--- src/hw/rtl/psg_pkg.sv ---
// Shared types, constants and the attenuation table of the sound generator.
// Used by psg_ctrl, psg_dp and psg_tone_noise_synth_core. No dependencies.
`default_nettype none

package psg_pkg;

	// Input clock of the emulated chip, in Hz (the phase stepping threshold)
	localparam logic [32:0] CHIP_CLOCK_HZ = 33'd3579545;

	localparam logic [16:0] SAMPLE_RATE_RESET = 17'd44100;
	localparam logic [14:0] NOISE_SEED        = 15'h4000;

	// Voice numbers with a special meaning
	localparam logic [1:0] TONE2_VOX  = 2'd2;
	localparam logic [1:0] NOISE_VOX  = 2'd3;
	// Noise rate code that follows the tone 2 period
	localparam logic [1:0] NOISE_SYNC = 2'd3;

	// Commands from the controller to the datapath
	typedef struct packed {
		logic       wr_byte;    // apply the command byte on data_byte
		logic       wr_period;  // recompute period and enable of the voice last written
		logic       sum_clr;    // start a new sample
		logic       load;       // load the working accumulator of voice vox
		logic       step;       // advance voice vox by one phase step
		logic       finish;     // store the accumulator and add the voice to the sum
		logic       out_load;   // move the sum into the output register
		logic [1:0] vox;        // voice being stepped
	} psg_cmd_t;

	// Status from the datapath to the controller
	typedef struct packed {
		logic below;     // working accumulator is still below the chip clock
		logic active;    // voice vox is enabled and has a nonzero period
		logic out_free;  // the output register can take a new item this cycle
	} psg_stat_t;

	// Attenuation: trunc(8191 * 10^(-i/10)), the last step mutes the voice
	function automatic logic [12:0] atten_level(input logic [3:0] code);
		logic [12:0] lvl;
		unique case (code)
			4'd0:    lvl = 13'd8191;
			4'd1:    lvl = 13'd6506;
			4'd2:    lvl = 13'd5168;
			4'd3:    lvl = 13'd4105;
			4'd4:    lvl = 13'd3260;
			4'd5:    lvl = 13'd2590;
			4'd6:    lvl = 13'd2057;
			4'd7:    lvl = 13'd1634;
			4'd8:    lvl = 13'd1298;
			4'd9:    lvl = 13'd1031;
			4'd10:   lvl = 13'd819;
			4'd11:   lvl = 13'd650;
			4'd12:   lvl = 13'd516;
			4'd13:   lvl = 13'd410;
			4'd14:   lvl = 13'd326;
			default: lvl = 13'd0;
		endcase
		return lvl;
	endfunction

endpackage

`default_nettype wire

--- src/hw/rtl/psg_tone_noise_synth_core.sv ---
// Top level of the tone and noise sound generator: controller plus datapath.
// Depends on psg_pkg, psg_ctrl and psg_dp.
//
// Usage:
//  - Input channel (in_valid / in_stall, fields func and data_byte): func = 0
//    carries one command byte (latch or data byte), func = 1 asks for one
//    output sample. An item is taken when in_valid is high and in_stall low.
//  - Output channel (out_valid / out_stall, field sample): one item per
//    sample request, none for a command byte. The sample is the sum of the
//    volumes of the enabled voices whose level is high.
//  - cfg_we / cfg_wdata write the output sample rate in Hz; it only affects
//    periods computed by later divider or noise mode writes.
// Timing:
//  - A command byte is decoded (ST_IDLE), then period multiply and enable (ST_WRP).
//  - A sample request loads each voice in turn, steps it if it is active and
//    finishes it, then moves the sum into the output register; the shared
//    phase stepper adds one period per cycle.
//  - One item is in work at a time; in_stall is high while it is.
// Reset: all voices silent and disabled, periods and phases zero, noise
//  register seeded to 0x4000, sample rate 44100. A stalled output holds its
//  sample; the next command byte is still taken, and the next sample waits.
`default_nettype none

module psg_tone_noise_synth_core (
	input  wire logic        clk,
	input  wire logic        arst_n,
	input  wire logic        cfg_we,
	input  wire logic [16:0] cfg_wdata,
	input  wire logic        in_valid,
	output logic             in_stall,
	input  wire logic        func,
	input  wire logic [7:0]  data_byte,
	output logic             out_valid,
	input  wire logic        out_stall,
	output logic [14:0]      sample
);
	import psg_pkg::*;

	psg_cmd_t  cmd;
	psg_stat_t stat;

	// Sequence writes and per-voice stepping
	psg_ctrl u_ctrl (
		.clk      (clk),
		.arst_n   (arst_n),
		.in_valid (in_valid),
		.func     (func),
		.in_stall (in_stall),
		.stat     (stat),
		.cmd      (cmd)
	);

	// Hold voice state, step phases, build and hold the sample
	psg_dp u_dp (
		.clk       (clk),
		.arst_n    (arst_n),
		.cfg_we    (cfg_we),
		.cfg_wdata (cfg_wdata),
		.data_byte (data_byte),
		.cmd       (cmd),
		.stat      (stat),
		.out_stall (out_stall),
		.out_valid (out_valid),
		.sample    (sample)
	);

	a_no_double_cmd: assert property (@(posedge clk) disable iff (!arst_n)
		(in_valid && !in_stall) |=> in_stall)
		else $error("second item taken while the first is in work");

endmodule

`default_nettype wire

--- src/hw/rtl/psg_ctrl.sv ---
// Controller of the sound generator: sequences command writes and sample ticks.
// Depends on psg_pkg; drives the datapath psg_dp through psg_cmd_t.
`default_nettype none

module psg_ctrl (
	input  wire logic             clk,
	input  wire logic             arst_n,
	input  wire logic             in_valid,
	input  wire logic             func,
	output logic                  in_stall,
	input  wire psg_pkg::psg_stat_t stat,
	output psg_pkg::psg_cmd_t     cmd
);
	import psg_pkg::*;

	typedef enum logic [5:0] {
		ST_IDLE = 6'b000001,
		ST_WRP  = 6'b000010,
		ST_LOAD = 6'b000100,
		ST_STEP = 6'b001000,
		ST_FIN  = 6'b010000,
		ST_DONE = 6'b100000
	} psg_state_t;

	psg_state_t state_q, state_nxt;
	logic [1:0] vox_q, vox_nxt;

	assign in_stall = (state_q != ST_IDLE);

	always_comb begin
		state_nxt = state_q;
		vox_nxt   = vox_q;
		cmd       = '0;
		cmd.vox   = vox_q;
		unique case (state_q)
			ST_IDLE: begin
				if (in_valid) begin
					if (!func) begin
						cmd.wr_byte = 1'b1;
						state_nxt   = ST_WRP;
					end else begin
						cmd.sum_clr = 1'b1;
						vox_nxt     = '0;
						state_nxt   = ST_LOAD;
					end
				end
			end
			ST_WRP: begin
				cmd.wr_period = 1'b1;
				state_nxt     = ST_IDLE;
			end
			ST_LOAD: begin
				cmd.load  = 1'b1;
				state_nxt = stat.active ? ST_STEP : ST_FIN;
			end
			ST_STEP: begin
				if (stat.below) begin
					cmd.step = 1'b1;
				end else begin
					state_nxt = ST_FIN;
				end
			end
			ST_FIN: begin
				cmd.finish = 1'b1;
				if (vox_q == NOISE_VOX) begin
					state_nxt = ST_DONE;
				end else begin
					vox_nxt   = vox_q + 2'd1;
					state_nxt = ST_LOAD;
				end
			end
			ST_DONE: begin
				if (stat.out_free) begin
					cmd.out_load = 1'b1;
					state_nxt    = ST_IDLE;
				end
			end
			default: begin
				state_nxt = ST_IDLE;
			end
		endcase
	end

	always_ff @(posedge clk or negedge arst_n) begin
		if (!arst_n) begin
			state_q <= ST_IDLE;
			vox_q   <= '0;
		end else begin
			state_q <= state_nxt;
			vox_q   <= vox_nxt;
		end
	end

	a_write_then_period: assert property (@(posedge clk) disable iff (!arst_n)
		(state_q == ST_IDLE && in_valid && !func) |=> (state_q == ST_WRP))
		else $error("command write not followed by period update");

	a_done_after_noise: assert property (@(posedge clk) disable iff (!arst_n)
		(state_q == ST_DONE) |-> (vox_q == NOISE_VOX))
		else $error("sample finished before all voices were stepped");

endmodule

`default_nettype wire

--- src/hw/rtl/psg_dp.sv ---
// Datapath of the sound generator: voice registers, shared phase stepper,
// noise shift register, sample sum and output register. Depends on psg_pkg.
`default_nettype none

module psg_dp (
	input  wire logic             clk,
	input  wire logic             arst_n,
	input  wire logic             cfg_we,
	input  wire logic [16:0]      cfg_wdata,
	input  wire logic [7:0]       data_byte,
	input  wire psg_pkg::psg_cmd_t cmd,
	output psg_pkg::psg_stat_t    stat,
	input  wire logic             out_stall,
	output logic                  out_valid,
	output logic [14:0]           sample
);
	import psg_pkg::*;

	logic [16:0] sample_rate_q;
	logic [2:0]  latched_q;
	logic [9:0]  div_q [3];
	logic [3:0]  mode_q;
	logic [12:0] vol_q [4];
	logic [31:0] per_q [4];
	logic [31:0] acc_q [4];
	logic [3:0]  en_q;
	logic [3:0]  lvl_q;
	logic [14:0] lfsr_q;
	logic [32:0] work_q;
	logic [14:0] sum_q;
	logic [14:0] sample_q;
	logic        out_valid_q;
	logic [1:0]  wv_q;
	logic        wk_tone_q;
	logic        wk_noise_q;

	// Command byte decode
	logic [2:0]  reg_sel;
	logic [1:0]  wr_v;
	logic        wr_tone, wr_noise;
	logic [9:0]  cur_div, tone_val;

	assign reg_sel  = data_byte[7] ? data_byte[6:4] : latched_q;
	assign wr_v     = reg_sel[2:1];
	assign wr_tone  = !reg_sel[0] && (wr_v != NOISE_VOX);
	assign wr_noise = !reg_sel[0] && (wr_v == NOISE_VOX);

	always_comb begin
		cur_div = '0;
		for (int i = 0; i < 3; i++) begin
			if (wr_v == 2'(i)) cur_div = div_q[i];
		end
	end

	// latch byte replaces the low nibble, data byte the upper six bits
	assign tone_val = data_byte[7] ? {cur_div[9:4], data_byte[3:0]}
	                               : {data_byte[5:0], cur_div[3:0]};

	// Period and enable of the voice last written
	logic [9:0]  pdiv;
	logic [26:0] prod;
	logic [31:0] tone_per, noise_per;
	logic        en_new;

	always_comb begin
		pdiv = '0;
		for (int i = 0; i < 3; i++) begin
			if (wv_q == 2'(i)) pdiv = div_q[i];
		end
	end

	assign prod     = 27'(pdiv) * 27'(sample_rate_q);
	assign tone_per = {1'b0, prod, 4'b0};

	always_comb begin
		unique case (mode_q[1:0])
			2'd0:    noise_per = {6'b0, sample_rate_q, 9'b0};
			2'd1:    noise_per = {5'b0, sample_rate_q, 10'b0};
			2'd2:    noise_per = {4'b0, sample_rate_q, 11'b0};
			default: noise_per = {per_q[TONE2_VOX][30:0], 1'b0};
		endcase
	end

	always_comb begin
		if (vol_q[wv_q] == '0) begin
			en_new = 1'b0;
		end else if (wv_q == NOISE_VOX) begin
			en_new = (mode_q[1:0] != NOISE_SYNC) || (div_q[TONE2_VOX] != '0);
		end else begin
			en_new = (pdiv != '0);
		end
	end

	// Noise shift: feedback into bit 14, white noise uses XNOR of the low two bits
	logic        fb;
	logic [14:0] lfsr_nxt;

	assign fb       = mode_q[2] ? ~(lfsr_q[0] ^ lfsr_q[1]) : lfsr_q[0];
	assign lfsr_nxt = {fb, lfsr_q[14:1]};

	assign stat.below    = (work_q < CHIP_CLOCK_HZ);
	assign stat.active   = en_q[cmd.vox] && (per_q[cmd.vox] != '0);
	assign stat.out_free = !out_valid_q || !out_stall;

	always_ff @(posedge clk or negedge arst_n) begin
		if (!arst_n) begin
			sample_rate_q <= SAMPLE_RATE_RESET;
			latched_q     <= '0;
			mode_q        <= '0;
			en_q          <= '0;
			lvl_q         <= '0;
			lfsr_q        <= NOISE_SEED;
			out_valid_q   <= 1'b0;
			for (int i = 0; i < 3; i++) div_q[i] <= '0;
			for (int i = 0; i < 4; i++) begin
				vol_q[i] <= '0;
				per_q[i] <= '0;
				acc_q[i] <= '0;
			end
		end else begin
			if (cfg_we) sample_rate_q <= cfg_wdata;

			if (cmd.wr_byte) begin
				if (data_byte[7]) latched_q <= data_byte[6:4];
				if (reg_sel[0]) begin
					vol_q[wr_v] <= atten_level(data_byte[3:0]);
				end else if (wr_tone) begin
					for (int i = 0; i < 3; i++) begin
						if (wr_v == 2'(i)) div_q[i] <= tone_val;
					end
				end else begin
					mode_q <= data_byte[3:0];
					lfsr_q <= NOISE_SEED;
				end
			end

			if (cmd.wr_period) begin
				if (wk_tone_q) begin
					for (int i = 0; i < 3; i++) begin
						if (wv_q == 2'(i)) per_q[i] <= tone_per;
					end
					// sync noise tracks tone 2 only when tone 2 changes
					if (wv_q == TONE2_VOX && mode_q[1:0] == NOISE_SYNC)
						per_q[NOISE_VOX] <= {prod, 5'b0};
				end
				if (wk_noise_q) per_q[NOISE_VOX] <= noise_per;
				en_q[wv_q] <= en_new;
			end

			if (cmd.step) begin
				if (cmd.vox == NOISE_VOX) begin
					lfsr_q           <= lfsr_nxt;
					lvl_q[NOISE_VOX] <= lfsr_q[1];
				end else begin
					lvl_q[cmd.vox] <= ~lvl_q[cmd.vox];
				end
			end

			if (cmd.finish && stat.active)
				acc_q[cmd.vox] <= 32'(work_q - CHIP_CLOCK_HZ);

			if (cmd.out_load) begin
				out_valid_q <= 1'b1;
			end else if (!out_stall) begin
				out_valid_q <= 1'b0;
			end
		end
	end

	always_ff @(posedge clk) begin
		if (cmd.wr_byte) begin
			wv_q       <= wr_v;
			wk_tone_q  <= wr_tone;
			wk_noise_q <= wr_noise;
		end
		if (cmd.load) begin
			work_q <= {1'b0, acc_q[cmd.vox]};
		end else if (cmd.step) begin
			work_q <= work_q + {1'b0, per_q[cmd.vox]};
		end
		if (cmd.sum_clr) begin
			sum_q <= '0;
		end else if (cmd.finish && en_q[cmd.vox] && lvl_q[cmd.vox]) begin
			sum_q <= sum_q + 15'(vol_q[cmd.vox]);
		end
		if (cmd.out_load) sample_q <= sum_q;
	end

	assign out_valid = out_valid_q;
	assign sample    = sample_q;

	a_step_below_clock: assert property (@(posedge clk) disable iff (!arst_n)
		cmd.step |-> (work_q < CHIP_CLOCK_HZ))
		else $error("phase step issued with accumulator past the chip clock");

	a_finish_past_clock: assert property (@(posedge clk) disable iff (!arst_n)
		(cmd.finish && stat.active) |-> (work_q >= CHIP_CLOCK_HZ))
		else $error("phase accumulator stored before reaching the chip clock");

endmodule

`default_nettype wire

--- config.mk ---
export PLATFORM = sky130hd
export DESIGN_NAME = psg_tone_noise_synth_core
export DESIGN_NICKNAME = d
export VERILOG_FILES = /design/src/hw/rtl/psg_pkg.sv /design/src/hw/rtl/psg_tone_noise_synth_core.sv /design/src/hw/rtl/psg_ctrl.sv /design/src/hw/rtl/psg_dp.sv
export SDC_FILE = /design/constraint.sdc
export NUM_CORES = 1
export LEC_CHECK = 0
export BUFFER_PORTS_ARGS = -buffer_cell sky130_fd_sc_hd__buf_2
export CORE_ASPECT_RATIO = 1.25
export CORE_MARGIN = 1
export CORE_UTILIZATION = 64
export CTS_CLUSTER_DIAMETER = 100
export DETAILED_ROUTE_END_ITERATION = 12
export GPL_TIMING_DRIVEN = 0
export PLACE_DENSITY = 0.81
export SETUP_SLACK_MARGIN = 0.3
export SYNTH_ARGS = -nofsm -noshare
export SYNTH_HDL_FRONTEND = slang
export SYNTH_SLANG_ARGS = --single-unit
--- constraint.sdc ---
create_clock -name clk -period 9.5 [get_ports clk]
set_clock_uncertainty 0.2 [all_clocks]
set_input_delay 0 -clock clk [delete_from_list [all_inputs] [get_ports clk]]
set_output_delay 0 -clock clk [all_outputs]
set_load 0.1 [all_outputs]
==> results.py <==
metrics = {
    "worst_setup_path": {
        "r2r_slack_ps": 710,
        "reg2reg_from": "u_dp.wv_q[1]",
        "crit_type": "flop to flop",
        "end_kind": "flop",
        "startpoint": "u_dp.wv_q[1]",
        "cp_common_cell": "fa_1",
        "cp.required_ps": 9690,
        "crit_arrival_ps": 8980,
        "startpoint_type": "flop",
        "crit_chain": "clkbuf_1 -> buf_1 -> mux2i_1 -> o21ai_1 -> clkbuf_1 -> and2_1 -> fa_1 -> fa_1 -> fa_1 -> fa_1 -> inv_1 -> fa_1 -> inv_1 -> ha_1 -> and4_1 -> nand2_1 -> nor4_1 -> o2111ai_1 -> and3_1 -> a211oi_1 -> o21ai_0",
        "crit_path_top_delay_cell": "o21ai_1",
        "crit_path_max_incr_delay_ps": 870,
        "cp_max_fo": 10,
    },
    "sta": {
        "worst_pin_slew_ps": 1097,
        "post-route-period-util": 0.9252,
        "report.final.setup_viol": 0,
        "fmax_mhz": 113.8,
        "timing.setup.tns_ps": 0,
        "grt_setup_unrepaired": "false",
        "max_slew_margin": 0.2635,
        "setup_ws_ps": 711.0,
        "whs_ps": 15.51,
        "fin_crit_ps": 8789,
        "maxSlewViolCount": 0,
        "finalHoldViolations": 0,
    },
    "final_layout": {
        "n_antenna_cell": 0,
        "drive_above_1_share": 0.1426,
        "fin_cells": 3392,
        "final_area_mm2": 0.03075,
        "area_growth_pct": 10.65,
        "final_nets": 3056,
        "finish.utilization": 0.7157,
    },
    "clock_network": {
        "cts_tree": "yes",
        "cts_buffers": 44,
        "clockRootBuffer": "clkbuf_16",
        "cts_buffer_depth": 3,
        "h-tree-depth": 2,
        "clk_pin_slew_ps": 60,
        "cts_sinks": 440,
        "clk-insertion-delay-late_ps": 570,
        "postCtsSetupBuffers": 0,
    },
    "drt": {
        "highest_layer": "met4",
        "vias": 21422,
        "wl_met2_mm": 37.27,
        "dr.pass1.iters": 8,
        "wl_met3_mm": 4.767,
        "drcViolationCount": 0,
        "wl_met1_mm": 27.68,
        "vias_per_cell": 6.315,
        "route.antenna.remaining_nets": 0,
        "wl_mm": 74.02,
        "initialDrtViolationCount": 1689,
        "drt-wirelength-per-cell_um": 21.82,
    },
    "synthesis": {
        "syn_area_mm2": 0.02779,
        "synth_commonest_cells": "dfrtp_1, nand2_1, nor2_1",
        "synth.most_common_cell": "dfrtp_1",
        "synth_top_area_frac": 0.3287,
        "async_flop_share": 0.8477,
        "synthCells": 2655,
        "synth_cell_type_count": 75,
        "postSynthAreaPerCell_um2": 10.47,
        "ys_seq_elements": 440,
        "synth-edff-count": 51,
        "synth.top_cells.by_area": "dfrtp_1, fa_1, mux4_2",
        "synth_fp_nets": 2919,
        "synth_warnings": 0,
        "ys.flop_type": "dfrtp_1",
        "synth_top_area_cell": "dfrtp_1",
        "synth_seq_area_share": 0.4029,
    },
    "power": {
        "ir_drop_mv": 0.3343,
        "p_comb_frac": 0.551,
        "power.density_mw_per_mm2": 321.7,
        "leakage_nw": 14.17,
        "p_sw_mw": 4.425,
        "p_int_mw": 5.468,
        "total_power_mw": 9.893,
        "p_seq_frac": 0.271,
        "sw_frac_of_total": 0.4473,
        "p_clk_frac": 0.178,
    },
    "placed_design": {
        "port_buffers": 46,
        "dpl_cell_area_mm2": 0.02886,
        "dp_cells": 3271,
        "gp_congestion": 0.9389,
        "hpwlAfterDp_mm": 54.52,
        "dp_slack_ps": 770.9,
    },
    "floorplanning": {
        "fp.dieW_um": 188.4,
        "dieArea_mm2": 0.04426,
        "pin_count": 48,
        "coreArea_mm2": 0.04297,
        "initial_utilization": 0.6468,
        "rows": 85,
        "die_height_um": 235.0,
    },
    "global_route": {
        "grt_usage": 0.3451,
        "grt_pass1_vias": 22661,
        "grt_start_max_net_pins": 109,
        "grt_overflow": 0,
        "antenna_found_initial": 0,
        "grt_first_pass_wirelength_mm": 119.5,
    },
    "outcome": {
        "status": "completed",
    },
    "hold_path": {
        "hold_path_class": "primary input to flop",
        "hp-start": "cfg_wdata[12]",
    },
    "run": {
        "cap_violations": 0,
    },
}
## sequential cells by signal, indices dropped and copies added (netlist names), 6 cells and up
signal and cells:
u_dp.work_q 33, u_dp.lfsr_q 15, u_dp.sum_q 15, u_dp.sample_rate_q 17
u_dp.div_q 30, u_ctrl.state_q 6, u_dp.acc_q 128, u_dp.vol_q 52
u_dp.sample 15, u_dp.per_q 108
## cells by family (layout without fill, tap and decap cells)
kind of cell | after synthesis | after routing | synth area share
AOI/OAI and AO/OA | 525 | 525 | 0.1085
xor gates and xnor gates | 82 | 82 | 0.02584
adders and majority gates | 233 | 233 | 0.1373
buffers and inverters | 315 | 487 | 0.04813
DFF | 440 | 440 | 0.4029
muxes | 279 | 279 | 0.1483
and+or+nand+nor | 781 | 781 | 0.1290
## critical path: cells and delay by family (launching register included)
kind                     cells  cell delay [ps]
flip-flops                   1              330
adder cells (fa/ha/maj)      6             2940
AND/OR/NAND/NOR              5             1550
buffers and inverters        5             1610
multiplexers                 1              160
AO/OA/AOI/OAI                4             1800
## power groups by stage
stage          Sequential, mW  Clock (mW)  Combinational [mW]
2_1_floorplan            2.58           0                4.00
3_3_place_gp             2.67           0                5.10
3_5_place_dp             2.69           0                5.31
4_1_cts                  2.66        1.77                5.39
5_1_grt                  2.72        1.84                6.11
6_report                 2.68        1.76                5.45
## path summary, 6_finish.rpt
kind,to,cells after the start
worst max-delay path,u_dp.per_q[94],21
worst min-delay path,u_dp.sample_rate_q[12],3
worst max register to register,u_dp.per_q[94],21
worst min register to register,u_dp.per_q[120],2
max in group asynchronous,u_dp.per_q[86],4
min in group asynchronous,u_ctrl.state_q[0],3
## routing by layer
metal,GRT usage,vias to the layer above
met5,0,-
li1,-,9486
met1,0.4210,10683
met3,0.04705,270
met2,0.5932,983
met4,0.1887,0
## cells in the final DEF, fill, tap and decap left out, types with 19 or more instances in the layout
cell           instances
dfrtp_1              365
nand2_1              300
nor2_1               209
a21oi_1              208
o21ai_0              171
inv_1                168
mux2_2               138
fa_1                 120
ha_1                 113
clkbuf_1             111
and2_1                98
mux4_2                84
buf_2                 58
edfxtp_1              51
clkbuf_16             48
mux2i_1               47
xnor2_1               44
dlygate4sd3_1         39
xor2_1                38
a21o_1                26
nand3_1               26
nor3_1                24
nor2b_1               22
nor4_1                20
and3_1                19
a211oi_1              19
## area by class of cell
cell class,instances,area (um2)
repair buffers,91,772.0
multi-input cells,1900,15280
fillers,3069,12220
inverters,168,630.6
flip-flops and latches,440,11200
clock inverters,12,77.57
plain buffers,147,706.9
clock buffers,69,1380
well taps,565,706.9
## timing repair
item	4_1_cts	5_1_grt
setup endpoints to repair	0	5
endpoints found under the hold margin	476	0
gates resized for setup	0	3
hold buffers	40	0
Note: power is estimated with default switching activity, not from simulation.
